==> config.mk <==
export PLATFORM = sky130hd
export DESIGN_NAME = otr_ctl
export DESIGN_NICKNAME = d
export VERILOG_FILES = /design/src/rtl/otr_pkg.sv /design/src/rtl/otr_ctl.sv
export SDC_FILE = /design/constraint.sdc
export NUM_CORES = 1
export LEC_CHECK = 0
export BUFFER_PORTS_ARGS = -buffer_cell sky130_fd_sc_hd__clkbuf_2
export CAP_MARGIN = 10
export CORE_AREA = 3 3 133 135
export DETAILED_ROUTE_END_ITERATION = 6
export DIE_AREA = 0 0 136 138
export GPL_ROUTABILITY_DRIVEN = 0
export PLACE_DENSITY = 0.84
export SYNTH_ARGS = -nofsm -noshare
export SYNTH_HDL_FRONTEND = slang
export SYNTH_SLANG_ARGS = --single-unit
==> constraint.sdc <==
create_clock -name i_clk -period 8.3 [get_ports i_clk]
set_input_delay 0.415 -clock i_clk [delete_from_list [all_inputs] [get_ports i_clk]]
set_output_delay 0.415 -clock i_clk [all_outputs]
set_load 0.1 [all_outputs]
==> src/rtl/otr_pkg.sv <==
package otr_pkg;

    localparam int SLOTS      = 64;
    localparam int SLOT_W     = $clog2(SLOTS);
    localparam int ENTRY_BITS = 64;
    localparam int PTR_W      = 32;
    localparam int DATA_W     = 64;

    localparam logic CMD_RECORD = 1'b0;
    localparam logic CMD_READ   = 1'b1;

    // lookup for one read request, taken from the pointer state
    typedef struct packed {
        logic              found;
        logic [PTR_W-1:0]  index;
        logic [PTR_W-1:0]  lost;
        logic [SLOT_W-1:0] slot;
    } t_rd_info;

endpackage

==> src/rtl/otr_ctl.sv <==
module otr_ctl import otr_pkg::*; (
    input  logic              i_clk,
    input  logic              i_rst_n,
    input  logic              i_rec,
    input  logic              i_rd,
    output t_rd_info          o_info,
    output logic [SLOT_W-1:0] o_wslot
);

    logic [PTR_W-1:0] r_wp;
    logic [PTR_W-1:0] r_rp;
    logic [PTR_W-1:0] r_lost;
    logic [PTR_W-1:0] n_lost;
    logic [PTR_W-1:0] n_rd;
    logic [PTR_W-1:0] span;
    logic [PTR_W-1:0] excess;
    logic [PTR_W:0]   sum;
    logic             lapped;
    logic             empty;

    always_comb begin
        span   = r_wp - r_rp;
        empty  = (span == '0);
        lapped = (span > PTR_W'(SLOTS));
        excess = span - PTR_W'(SLOTS);
        sum    = {1'b0, r_lost} + {1'b0, excess};
        if (lapped) begin
            n_lost = sum[PTR_W] ? '1 : sum[PTR_W-1:0];
            n_rd   = r_wp - PTR_W'(SLOTS);
        end else begin
            n_lost = r_lost;
            n_rd   = r_rp;
        end
        o_info.found = !empty;
        o_info.index = empty ? '0 : n_rd;
        o_info.lost  = empty ? r_lost : n_lost;
        o_info.slot  = SLOT_W'(n_rd % PTR_W'(SLOTS));
        o_wslot      = SLOT_W'(r_wp % PTR_W'(SLOTS));
    end

    always_ff @(posedge i_clk) begin
        if (!i_rst_n) begin
            r_wp   <= '0;
            r_rp   <= '0;
            r_lost <= '0;
        end else begin
            if (i_rec) begin
                r_wp <= r_wp + 1'b1;
            end
            if (i_rd && !empty) begin
                r_rp   <= n_rd + 1'b1;
                r_lost <= n_lost;
            end
        end
    end

`ifndef SYNTHESIS
    a_wp_step: assert property (@(posedge i_clk) disable iff (!i_rst_n)
        i_rec |=> (r_wp == $past(r_wp) + 1'b1))
        else $error("write pointer did not advance on record");

    a_lost_mono: assert property (@(posedge i_clk) disable iff (!i_rst_n)
        $past(i_rst_n) |-> (r_lost >= $past(r_lost)))
        else $error("lost counter went down");

    a_rd_window: assert property (@(posedge i_clk) disable iff (!i_rst_n)
        (i_rd && !empty && !i_rec) |=> ((r_wp - r_rp) < PTR_W'(SLOTS)))
        else $error("reader left outside the surviving window");
`endif

endmodule
-- Yosys cells after proc, flatten, opt, wreduce, memory -nomap -nowiden
Index checks and enable logic that the tools add are counted.
- flip-flop bits (word level): 96
- input port bits: 4
- output and inout bits: 77
- logic and storage cells: 18
- add/sub/neg operators: 6
- $lt $le $gt $ge: 1
- mux-type cells: 5
- reduce and logical (&&, ||, !) cells: 3
- operator list (kind ; number):
    $mux 32 ; 5
    $add 32x1->32 const B ; 2
    $sub 32x7->32 const B ; 2
    $add 32x32->33 ; 1
    $gt 32x7->1 const B ; 1
    $logic_not 32->1 ; 1
    $sub 32x32->32 ; 1
    $logic_and 1x1->1 ; 1
    $logic_not 1->1 ; 1

-- Depth between registers and ports, before layout
Gate-level depths: netlist of run 1.
- depth after elaboration: 6
- depth in mapped cells: 28
- gate-level depth less buffers: 26

-- Worst setup path before layout of run 1
OpenSTA, ideal clock, no wires.
- path kind: reg-to-reg
- start: reg r_wp[0]
- end: reg r_rp[26]
- setup time: 133 ps
- data arrival time: 7556 ps
- data required time: 8167 ps
- path slack: 611 ps
- stages on the path, launching flop included: 27
- buffers on the path: 3
- clock period less this slack: 7689 ps
- cell sequence: dfxtp_1 -> inv_1 -> ha_1 -> inv_1 -> fa_1 -> a211oi_2 -> o211ai_2 -> a41o_4 -> a2111oi_1 -> nor3_1 -> or2_4 -> nor4_4 -> and3_4 -> nand4b_4 -> buf_2 -> o21ai_0 -> ha_1 -> clkbuf_1 -> nand3_1 -> or3_1 -> clkbuf_1 -> nor2_1 -> nand2_1 -> nor3_1 -> mux2i_1 -> xnor2_1 -> a21oi_1
- RTL lines (item ; line ; RTL):
    start, declared ; otr_ctl.sv:10 ; logic [PTR_W-1:0] r_wp;
    start signal, assigned ; otr_ctl.sv:48 ; r_wp <= r_wp + 1'b1;
    end signal, assigned ; otr_ctl.sv:51 ; r_rp <= n_rd + 1'b1;
    end, declared ; otr_ctl.sv:11 ; logic [PTR_W-1:0] r_rp;

==> results of run 1 <==
where the power goes:
part	switching (mW)	total, mW	internal [mW]	leakage (nW)
logic	1.12	1.49	0.370	3.74
clock network	0.207	0.482	0.275	0.157
registers	0.0423	0.543	0.500	0.792
total	1.37	2.51	1.15	4.68
cells by family (layout without fill, tap and decap cells):
logic type,count (synthesis),in the layout,share of synthesized area [%]
AND/OR/NAND/NOR,498,498,24.16
adder cells (fa/ha/maj),73,73,8.873
AO/OA/AOI/OAI,395,395,27.08
XOR/XNOR,154,154,12.89
multiplexers,21,21,2.141
flip-flops,96,96,18.37
buffers and inverters,150,166,6.494
worst max-delay path, stage by stage, from the launching register on:
cell	delay (ns)
dfxtp_1	0.37
inv_1	0.10
ha_1	0.17
inv_1	0.06
fa_1	0.43
a211oi_2	0.29
o211ai_2	0.18
a31o_1	0.25
a211oi_1	0.31
o21ai_1	0.13
or3_1	0.43
nor4_2	0.38
nand2_1	0.19
xnor2_1	0.17
ha_1	0.33
a21o_1	0.21
a21o_1	0.17
a21o_1	0.18
a21oi_1	0.16
o21bai_1	0.10
a2111oi_1	0.49
o31ai_1	0.21
a21oi_1	0.22
o21ai_0	0.15
nand4_1	0.21
nand3_4	0.34
o22a_1	0.31
clkbuf_2	0.37
Yosys cell counts (6+ instances only):
master / instances / area share [%]
nor2_1: 133 / 4.8
nand2_1: 105 / 3.8
a21oi_1: 101 / 4.8
dfxtp_1: 96 / 18
xnor2_1: 81 / 6.8
xor2_1: 73 / 6.1
ha_1: 71 / 8.5
o21ai_0: 62 / 3.0
inv_1: 61 / 2.2
nand3_1: 51 / 2.4
nor3_1: 47 / 2.2
clkbuf_1: 43 / 1.5
o22a_1: 32 / 2.7
o221a_1: 30 / 3.2
a211oi_1: 27 / 1.9
nand4_1: 26 / 1.6
or3_1: 20 / 1.2
a21o_1: 19 / 1.4
mux2i_1: 19 / 1.8
buf_2: 18 / 0.86
and3_1: 16 / 0.96
o21ai_1: 16 / 0.77
and2_1: 14 / 0.84
a31oi_1: 12 / 0.72
nor2b_1: 12 / 0.72
nor4_1: 12 / 0.72
buf_4: 11 / 0.79
nand2b_1: 11 / 0.66
buf_1: 10 / 0.36
o31ai_1: 9 / 0.65
nor3b_1: 8 / 0.57
o21a_1: 8 / 0.57
buf_6: 7 / 0.75
o211ai_1: 7 / 0.50
o21bai_1: 7 / 0.50
or2_2: 6 / 0.36
sequential cells by signal, summed over array words and instances, names as in the netlist:
register  cells
r_lost       32
r_rp         32
r_wp         32
through the flow:
stage	util [%]	total power [mW]	setup WS [ns]	cell area, um2
after floorplan	-	1.823	0.6111	10460
after global placement	64.86	1.992	1.064	10760
after detailed placement	64.86	2.018	0.6551	10760
after CTS	66.83	2.501	0.2583	11080
after global routing	66.90	2.624	0.05314	11090
final	66.90	2.511	0.6004	11090
area by class of cell:
cell class	count	area (um2)	area share, %
clock buffer	11	242.7	2.188
sequential	96	1922	17.32
tap	220	275.3	2.481
clock inverter	5	85.08	0.7669
multi-input combinational	1141	7873	70.96
timing repair buffer	89	467.9	4.218
inverter	61	229.0	2.064
cells in the final DEF (no fill, tap or decap), drive strengths merged, types with 26 or more instances in the layout:
cell    netlist  final
ha           71     71
xnor2        81     81
xor2         73     73
o22a         32     32
nor3         48     48
nor2        135    135
nand3        53     53
a211oi       29     29
o21ai        79     79
a21oi       103    103
nand4        26     26
o221a        32     32
nand2       107    107
clkbuf       43     91
inv          61     63
dfxtp        96     96
layer usage:
| layer | GRT usage (%) | wire [um] | vias up |
|---|---|---|---|
| met3 | 3.452 | 2286 | 66 |
| met1 | 41.42 | 12500 | 4794 |
| met2 | 47.20 | 12790 | 477 |
| met4 | 9.973 | 920 | 0 |
| met5 | 0 | 0 | - |
| li1 | - | - | 5082 |
final timing paths:
check,from,end,slack (ns)
worst min-delay path,i_rec,r_wp[1],0.44
worst min register to register,r_rp[22],r_rp[22],0.46
worst max register to register,r_wp[0],r_lost[5],1.28
worst max-delay path,r_wp[0],o_info[23],0.60
==> impl_metrics.toml, run 1 <==
[timing]
max_freq_mhz = 129.9
holdWs_ns = 0.4371
rsz0062_at_grt = "no"
slew_violations = 0
fin_skew_ns = 0.01186
worstMarginPinSlew_ns = 0.8347
setup_tns_ns = 0
hold_violations = 0
setup_viol = 0
post-route-min-period_ns = 7.700
fin_crit_sh_pct = 92.77
maxSlewHeadroom_pct = 44.23

[clocking]
cts_sinks = 96
root_buffer = "clkbuf_16"
cts.hold.buffers_added = 0
numCtsBuffers = 9
clk_pin_slew_ns = 0.07
post_cts_buffers = 0
h-tree-depth = 3
clk_latency_ns = 0.37
cts_tree = "done"
ctsResizeCount = 0
cts_max_path_buffers = 2

[cells_and_area]
stdcell_count = 1623
synthToLayoutAreaGrowth_pct = 6.039
nets = 1475
drive_above_1_share_pct = 10.41
antennaDiodeCount = 0
fill_cells = 1404

[die]
row_count = 47
dieArea_mm2 = 0.01877
ioPinCount = 81
die_y_um = 138
die_w_um = 136
core_mm2 = 0.01658
start_util_pct = 63.09

[drt]
vias = 10420
drt-total-wl_mm = 28.50
viasPerCell = 6.420
wire_per_inst_um = 17.56
final_antenna_net_count = 0
drtPass1Iterations = 6
drtIter0Drc = 1205
drc_errors = 0

[logic_synthesis]
async_reset_ff_share_pct = 0
ys_ff_latch = 96
ys_types = 95
synth-edff-count = 0
syn_area_mm2 = 0.01046
postSynthCellCount = 1387
avgSynthCellArea_um2 = 7.543
yosysWarnings = 0
synth_flop_cell = "dfxtp_1"
syn_nets = 1464
yosysSeqAreaShare_pct = 18.37

[setup_path]
cp.arrival_ns = 7.28
path_class = "reg -> out"
cp-end-kind = "primary output"
worst-r2r-cell-count = 26
worstSetupStartpointType = "flop"
crit_fanout = 32
cp_data_required_time_ns = 7.89

[grt]
grt_util_all_layers_pct = 29.59
grt.overflow.total = 0
grt_pass1_vias = 9497
grt_max_degree = 60
grt_first_pass_wirelength_mm = 46.73
antenna_found_initial = 0

[placement]
io_buffers = 80
dp_hpwl_mm = 20.98
dp.cells = 1607

[job]
drv_cap = 0

[pwr]
peakVddDrop_uv = 264.1
p_leak_nw = 4.685
powerDensity_mw_per_mm2 = 226.3

[hold_path]
min_path_cells = 3
worstHoldPathType = "in -> reg"

[status]
status = "complete, no violations"
Note: power is estimated with default switching activity, not from simulation.
==> inputs of run 2 (changes only) <==
- CORE_AREA: 3 3 133 135 -> 3 3 141 143
- CTS_CLUSTER_SIZE: not set -> 28
- DIE_AREA: 0 0 136 138 -> 0 0 144 146
- PLACE_DENSITY: 0.84 -> 0.79
- REMOVE_ABC_BUFFERS: not set -> 1
- clock period: 8.3 -> 6.82 ns (I/O delays scaled with it)
==> run 2 against run 1 <==
Against the previous run:
- non-clock buffer count increased by 25
- global-route usage is 2.9 points lower
- clock-buffer cell count shrank 1
- highest routed layer unchanged
==> impl_metrics.toml, run 2 (synthesized netlist as in run 1, its figures left out) <==
[clocking]
cts_sinks = 96
clk_pin_slew_ns = 0.07
cts.hold.buffers_added = 0
numCtsBuffers = 9
cts_max_path_buffers = 2
root_buffer = "clkbuf_16"
clk_latency_ns = 0.36
h-tree-depth = 3
cts_tree = "done"

[drt]
drtIter0Drc = 944
drt-total-wl_mm = 28.77
final_antenna_net_count = 0
drtPass1Iterations = 5
viasPerCell = 6.249
wire_per_inst_um = 17.33
vias = 10370
drc_errors = 0

[timing]
maxSlewHeadroom_pct = 45.13
hold_violations = 0
max_freq_mhz = 151.2
worstMarginPinSlew_ns = 0.8156
fin_crit_sh_pct = 96.95
finalWorstSetupSlack_ns = 0.2082
post-route-min-period_ns = 6.612
fin_skew_ns = 0.01041
slew_violations = 0
setup_viol = 0

[setup_path]
critPathTopFamily = "compound AO/OA/AOI/OAI gates"
path_class = "reg -> out"
crit_slowest_cell = "or3_4"
crit_fanout = 14
slowest_delay_ns = 0.42
cp_data_required_time_ns = 6.48
crit_buf_inv = 4
worstSetupStartpointType = "flop"
cp-end-kind = "primary output"
cp.arrival_ns = 6.27

[die]
dieArea_mm2 = 0.02102
ioPinCount = 81
core_mm2 = 0.01871
row_count = 50
die_w_um = 144
start_util_pct = 55.93
die_y_um = 146

[placement]
place_ws_ns = -0.07850
dp.cells = 1637
io_buffers = 80
dp_hpwl_mm = 21.34

[cells_and_area]
synthToLayoutAreaGrowth_pct = 13.72
drive_above_1_share_pct = 12.83
antennaDiodeCount = 0
stdcell_count = 1660
fill_cells = 1574
reg_top3 = "r_lost x32, r_rp x32, r_wp x32"
final_cell_mix = "133 x nor2_1, 104 x nand2_1, 99 x a21oi_1"
layout_commonest_cell = "nor2_1"
nets = 1500

[grt]
grt_pass1_vias = 9585
grt_util_all_layers_pct = 26.65
antenna_found_initial = 0
grt_first_pass_wirelength_mm = 46.80
grt_max_degree = 59
grt.overflow.total = 0

[job]
drv_cap = 0

[pwr]
powerDensity_mw_per_mm2 = 295.0
p_leak_nw = 5.042
peakVddDrop_uv = 186.3

[hold_path]
worstHoldPathType = "in -> reg"

[status]
status = "complete, no violations"
==> run 2: cell types whose count changed in the layout (fill, tap and decap cells not counted), moves of 2 or more <==
cell      change
a21oi_1       -2
a21oi_2       +2
clkbuf_2     -32
buf_4        +23
buf_12       +33
==> run 2: worst paths after layout <==
kind         startpoint         end  depth (start not counted)  slack [ns]
max reg2reg    r_wp[23]    r_rp[28]                         20        0.51
min reg2reg    r_rp[22]    r_rp[22]                          2        0.48
max             r_wp[0]  o_info[11]                         26        0.21
min               i_rec     r_wp[1]                          3        0.34
==> run 2: area by class of cell <==
cell class / instances / area [um2] / share of cell area [%]
well taps: 234 / 292.8 / 2.461
clock inverters: 4 / 77.57 / 0.6520
inverters: 61 / 229.0 / 1.924
clock buffers: 10 / 239.0 / 2.009
flip-flops and latches: 96 / 1923 / 16.16
repair buffers: 114 / 1166 / 9.801
multi-input cells: 1141 / 7970 / 66.99
==> run 2: repair_timing <==
| item | 4_1_cts | 5_1_grt |
|---|---|---|
| endpoints found under the setup margin | 32 | 32 |
| pin swaps | 5 | 13 |
| gates resized for setup | 9 | 16 |
| gates cloned | 0 | 1 |
| buffers inserted | 1 | 7 |
==> run 2: power by group <==
group / internal [mW] / leakage, nW / switching, mW / total, mW
sequential: 0.609 / 0.793 / 0.0480 / 0.657
clock: 0.331 / 0.155 / 0.240 / 0.571
combinational: 0.834 / 4.09 / 1.45 / 2.28
==> run 2: worst reg2reg max path, cell delays in order, from the launching register on <==
cell and delay (ns):
dfxtp_1 0.66, ha_1 0.43, a21oi_1 0.30, o21ai_0 0.18
or2_1 0.31, a2111oi_4 0.46, o31ai_1 0.15, xor2_1 0.18
nand4b_1 0.32, nor2_1 0.41, nand4b_4 0.21, o21ai_0 0.38
ha_1 0.48, nand3_1 0.25, or3_1 0.43, nor2_1 0.21
nand2_1 0.14, nor3b_1 0.26, mux2i_1 0.16, xnor2_1 0.18
a21oi_1 0.08
==> run 2: through the flow <==
| stage | area, um2 | hold WS [ns] | total power, mW | TNS [ns] | utilization (%) |
|---|---|---|---|---|---|
| final | 11900 | 0.3433 | 3.510 | 0 | 63.61 |
| after global placement | 11370 | 0.4467 | 2.835 | 0 | 60.80 |
| after floorplan | 10010 | 0.4392 | 2.192 | -34.56 | - |
| after CTS | 11740 | 0.3316 | 3.451 | 0 | 62.77 |
| after global routing | 11900 | 0.3598 | 3.662 | -2.347 | 63.61 |
| after detailed placement | 11370 | 0.4670 | 2.860 | -1.897 | 60.80 |
==> run 2: layer usage <==
layer	up-vias	track usage (%)	routed length [um]
li1	5132	-	-
met5	-	0	0
met4	0	10.78	1008
met1	4812	37.12	12950
met3	64	2.859	1682
met2	365	41.83	13120
==> inputs of run 3 (changes only) <==
- ABC_AREA: not set -> 1
- CORE_AREA: 3 3 141 143 -> 3 3 152 154
- DIE_AREA: 0 0 144 146 -> 0 0 155 157
- PLACE_DENSITY: 0.79 -> 0.8
==> run 3 against run 2 <==
Against the previous run:
- die area grew 16%
- clock-buffer cell count is the same
- critical path type unchanged
- critical endpoint is now o_info[23]
- highest routed layer unchanged
- sequential share of layout area shrank 1.6 points
- sequential power grew 2%
- wire length grew 31%
- non-clock buffer count shrank 25
==> impl_metrics.toml, run 3 <==
[die]
ioPinCount = 81
dieArea_mm2 = 0.02434
die_y_um = 157
start_util_pct = 56.66
row_count = 54
die_w_um = 155
core_mm2 = 0.02182

[timing]
maxSlewHeadroom_pct = 21.84
rsz0062_at_grt = "no"
holdWs_ns = 0.3231
post-route-min-period_ns = 6.353
fin_crit_sh_pct = 93.15
hold_violations = 0
setup_viol = 0
max_freq_mhz = 157.4
fin_skew_ns = 0.01559
worstMarginPinSlew_ns = 1.172
finalWorstSetupSlack_ns = 0.4672
slew_violations = 0

[setup_path]
cp.arrival_ns = 6.01
r2r_setup_slack_ns = 1.44
crit_slowest_cell = "clkbuf_2"
crit_fanout = 9
slowest_delay_ns = 0.52
worstSetupStartpointType = "flop"
cpMostUsedCell = "nand2_1"
cp_data_required_time_ns = 6.48
path_class = "reg -> out"
cp-end-kind = "primary output"

[logic_synthesis]
yosysSeqAreaShare_pct = 15.54
ys_types = 47
yosysMostFrequentCell = "nand2_1"
syn_area_mm2 = 0.01237
postSynthCellCount = 2209
synth_area_leaders = "nand2_1 19%, dfxtp_1 16%, inv_1 11%, nor2_1 8.3%, ha_1 7.2%"
async_reset_ff_share_pct = 0
yosysTopAreaCell = "nand2_1"
synth_flop_cell = "dfxtp_1"
synth_common_cells = "637 x nand2_1, 362 x inv_1, 272 x nor2_1"
avgSynthCellArea_um2 = 5.598
synth-edff-count = 0
yosysWarnings = 0
synth_top_area_share_pct = 19.34
ys_ff_latch = 96

[placement]
place_ws_ns = 0.6077
dp.cells = 2515
io_buffers = 80
dp_hpwl_mm = 29.48

[grt]
grt.overflow.total = 0
grt_pass1_vias = 12920
grt_first_pass_wirelength_mm = 60.73
antenna_found_initial = 0
grt_util_all_layers_pct = 30.36
grt_max_degree = 90

[clocking]
cts_max_path_buffers = 2
clk_latency_ns = 0.37
cts_sinks = 96
cts_tree = "done"
root_buffer = "clkbuf_16"
clk_pin_slew_ns = 0.07
h-tree-depth = 3
numCtsBuffers = 9
cts.hold.buffers_added = 0

[pwr]
p_comb_share_pct = 64.1
p_sw_mw = 2.019
peakVddDrop_uv = 230.7
powerDensity_mw_per_mm2 = 259.6
swShare_pct = 58.92
seqPwrFrac_pct = 19.5
p_leak_nw = 7.399
p_int_mw = 1.407
p_clk_share_pct = 16.4

[cells_and_area]
synthToLayoutAreaGrowth_pct = 6.719
final_core_util_pct = 60.47
reg_top3 = "r_lost x32, r_rp x32, r_wp x32"
fill_cells = 2227
nets = 2323
drive_above_1_share_pct = 10.09
final_cell_mix = "636 x nand2_1, 361 x inv_1, 271 x nor2_1"
stdcell_count = 2530
antennaDiodeCount = 0
layout_commonest_cell = "nand2_1"

[drt]
drtIter0Drc = 1255
wirelength_met1_mm = 15.78
met3RoutedLength_mm = 2.341
viasPerCell = 5.501
vias = 13920
drt-total-wl_mm = 37.68
wire_per_inst_um = 14.89
final_antenna_net_count = 0
drtPass1Iterations = 6
drc_errors = 0
wl_met2_mm = 17.37
top_layer = "met4"

[hold_path]
worstHoldPathType = "in -> reg"

[status]
status = "complete, no violations"

[job]
drv_cap = 0
[run 3: changes by cell type after synthesis, moves of 23 or more]
cell      change
nand3_1      +67
nand2_2      +43
o22a_1       -32
nor2_2       +23
nand2_1     +532
xnor2_1      -59
a211oi_1     -27
o21ai_0      +30
inv_1       +301
nor2_1      +139
o221a_1      -30
[run 3: what timing repair did]
| item | 4_1_cts | 5_1_grt |
|---|---|---|
| setup buffers | 0 | 0 |
| endpoints found under the setup margin | 0 | 32 |
| gates resized for setup | 0 | 27 |
[run 3: worst paths after layout]
| check | from | endpoint | cells after the start |
|---|---|---|---|
| setup / recovery | r_wp[0] | o_info[23] | 32 |
| hold / removal | i_rec | r_wp[0] | 2 |
| setup reg to reg | r_wp[0] | r_lost[1] | 33 |
| hold reg to reg | r_wp[31] | r_wp[31] | 2 |
[run 3: critical path: cells and delay by family, from the launching register on]
| family | cells | cell delay, ns |
|---|---|---|
| buffers and inverters | 7 | 0.95 |
| AOI/OAI and AO/OA | 8 | 1.89 |
| adders and majority gates | 3 | 0.95 |
| DFF | 1 | 0.36 |
| xor gates and xnor gates | 1 | 0.16 |
| and+or+nand+nor | 13 | 1.28 |
[run 3: cell families (layout without fill, tap and decap cells)]
family	after synthesis	in the layout	synth area share (%)
AND/OR/NAND/NOR	1224	1224	43.52
AO/OA/AOI/OAI	286	286	13.14
flip-flops	96	96	15.54
buffers and inverters	445	486	14.27
XOR/XNOR	85	85	6.020
adder cells (fa/ha/maj)	73	73	7.508
[run 3: layout make-up]
| class | count | area (um2) | area share (%) |
|---|---|---|---|
| flip-flops and latches | 96 | 1922 | 14.56 |
| clock inverters | 5 | 63.81 | 0.4836 |
| clock buffers | 10 | 239.0 | 1.811 |
| multi-input cells | 1668 | 8707 | 65.98 |
| repair buffers | 89 | 480.5 | 3.641 |
| well taps | 280 | 350.3 | 2.655 |
| inverters | 382 | 1434 | 10.87 |
[run 3: layer usage]
metal,vias up,GRT usage (%)
met5,-,0
met4,0,17.28
met3,132,2.722
met2,561,53.03
met1,6182,36.65
li1,7042,-
[run 3: through the flow]
step | setup TNS (ns) | power (mW) | area, um2
finish | 0 | 3.426 | 13200
global route | 0 | 3.614 | 13200
CTS | 0 | 3.400 | 13160
detailed placement | 0 | 2.840 | 12850
global placement | 0 | 2.812 | 12850
floorplan | -13.58 | 2.489 | 12040
[run 3: power by group through the flow]
stage | clock network (mW) | logic, mW | registers, mW
3_3_place_gp | 0 | 2.14 | 0.676
5_1_grt | 0.578 | 2.36 | 0.674
6_report | 0.563 | 2.19 | 0.668
3_5_place_dp | 0 | 2.16 | 0.679
4_1_cts | 0.564 | 2.17 | 0.666
2_1_floorplan | 0 | 1.82 | 0.671
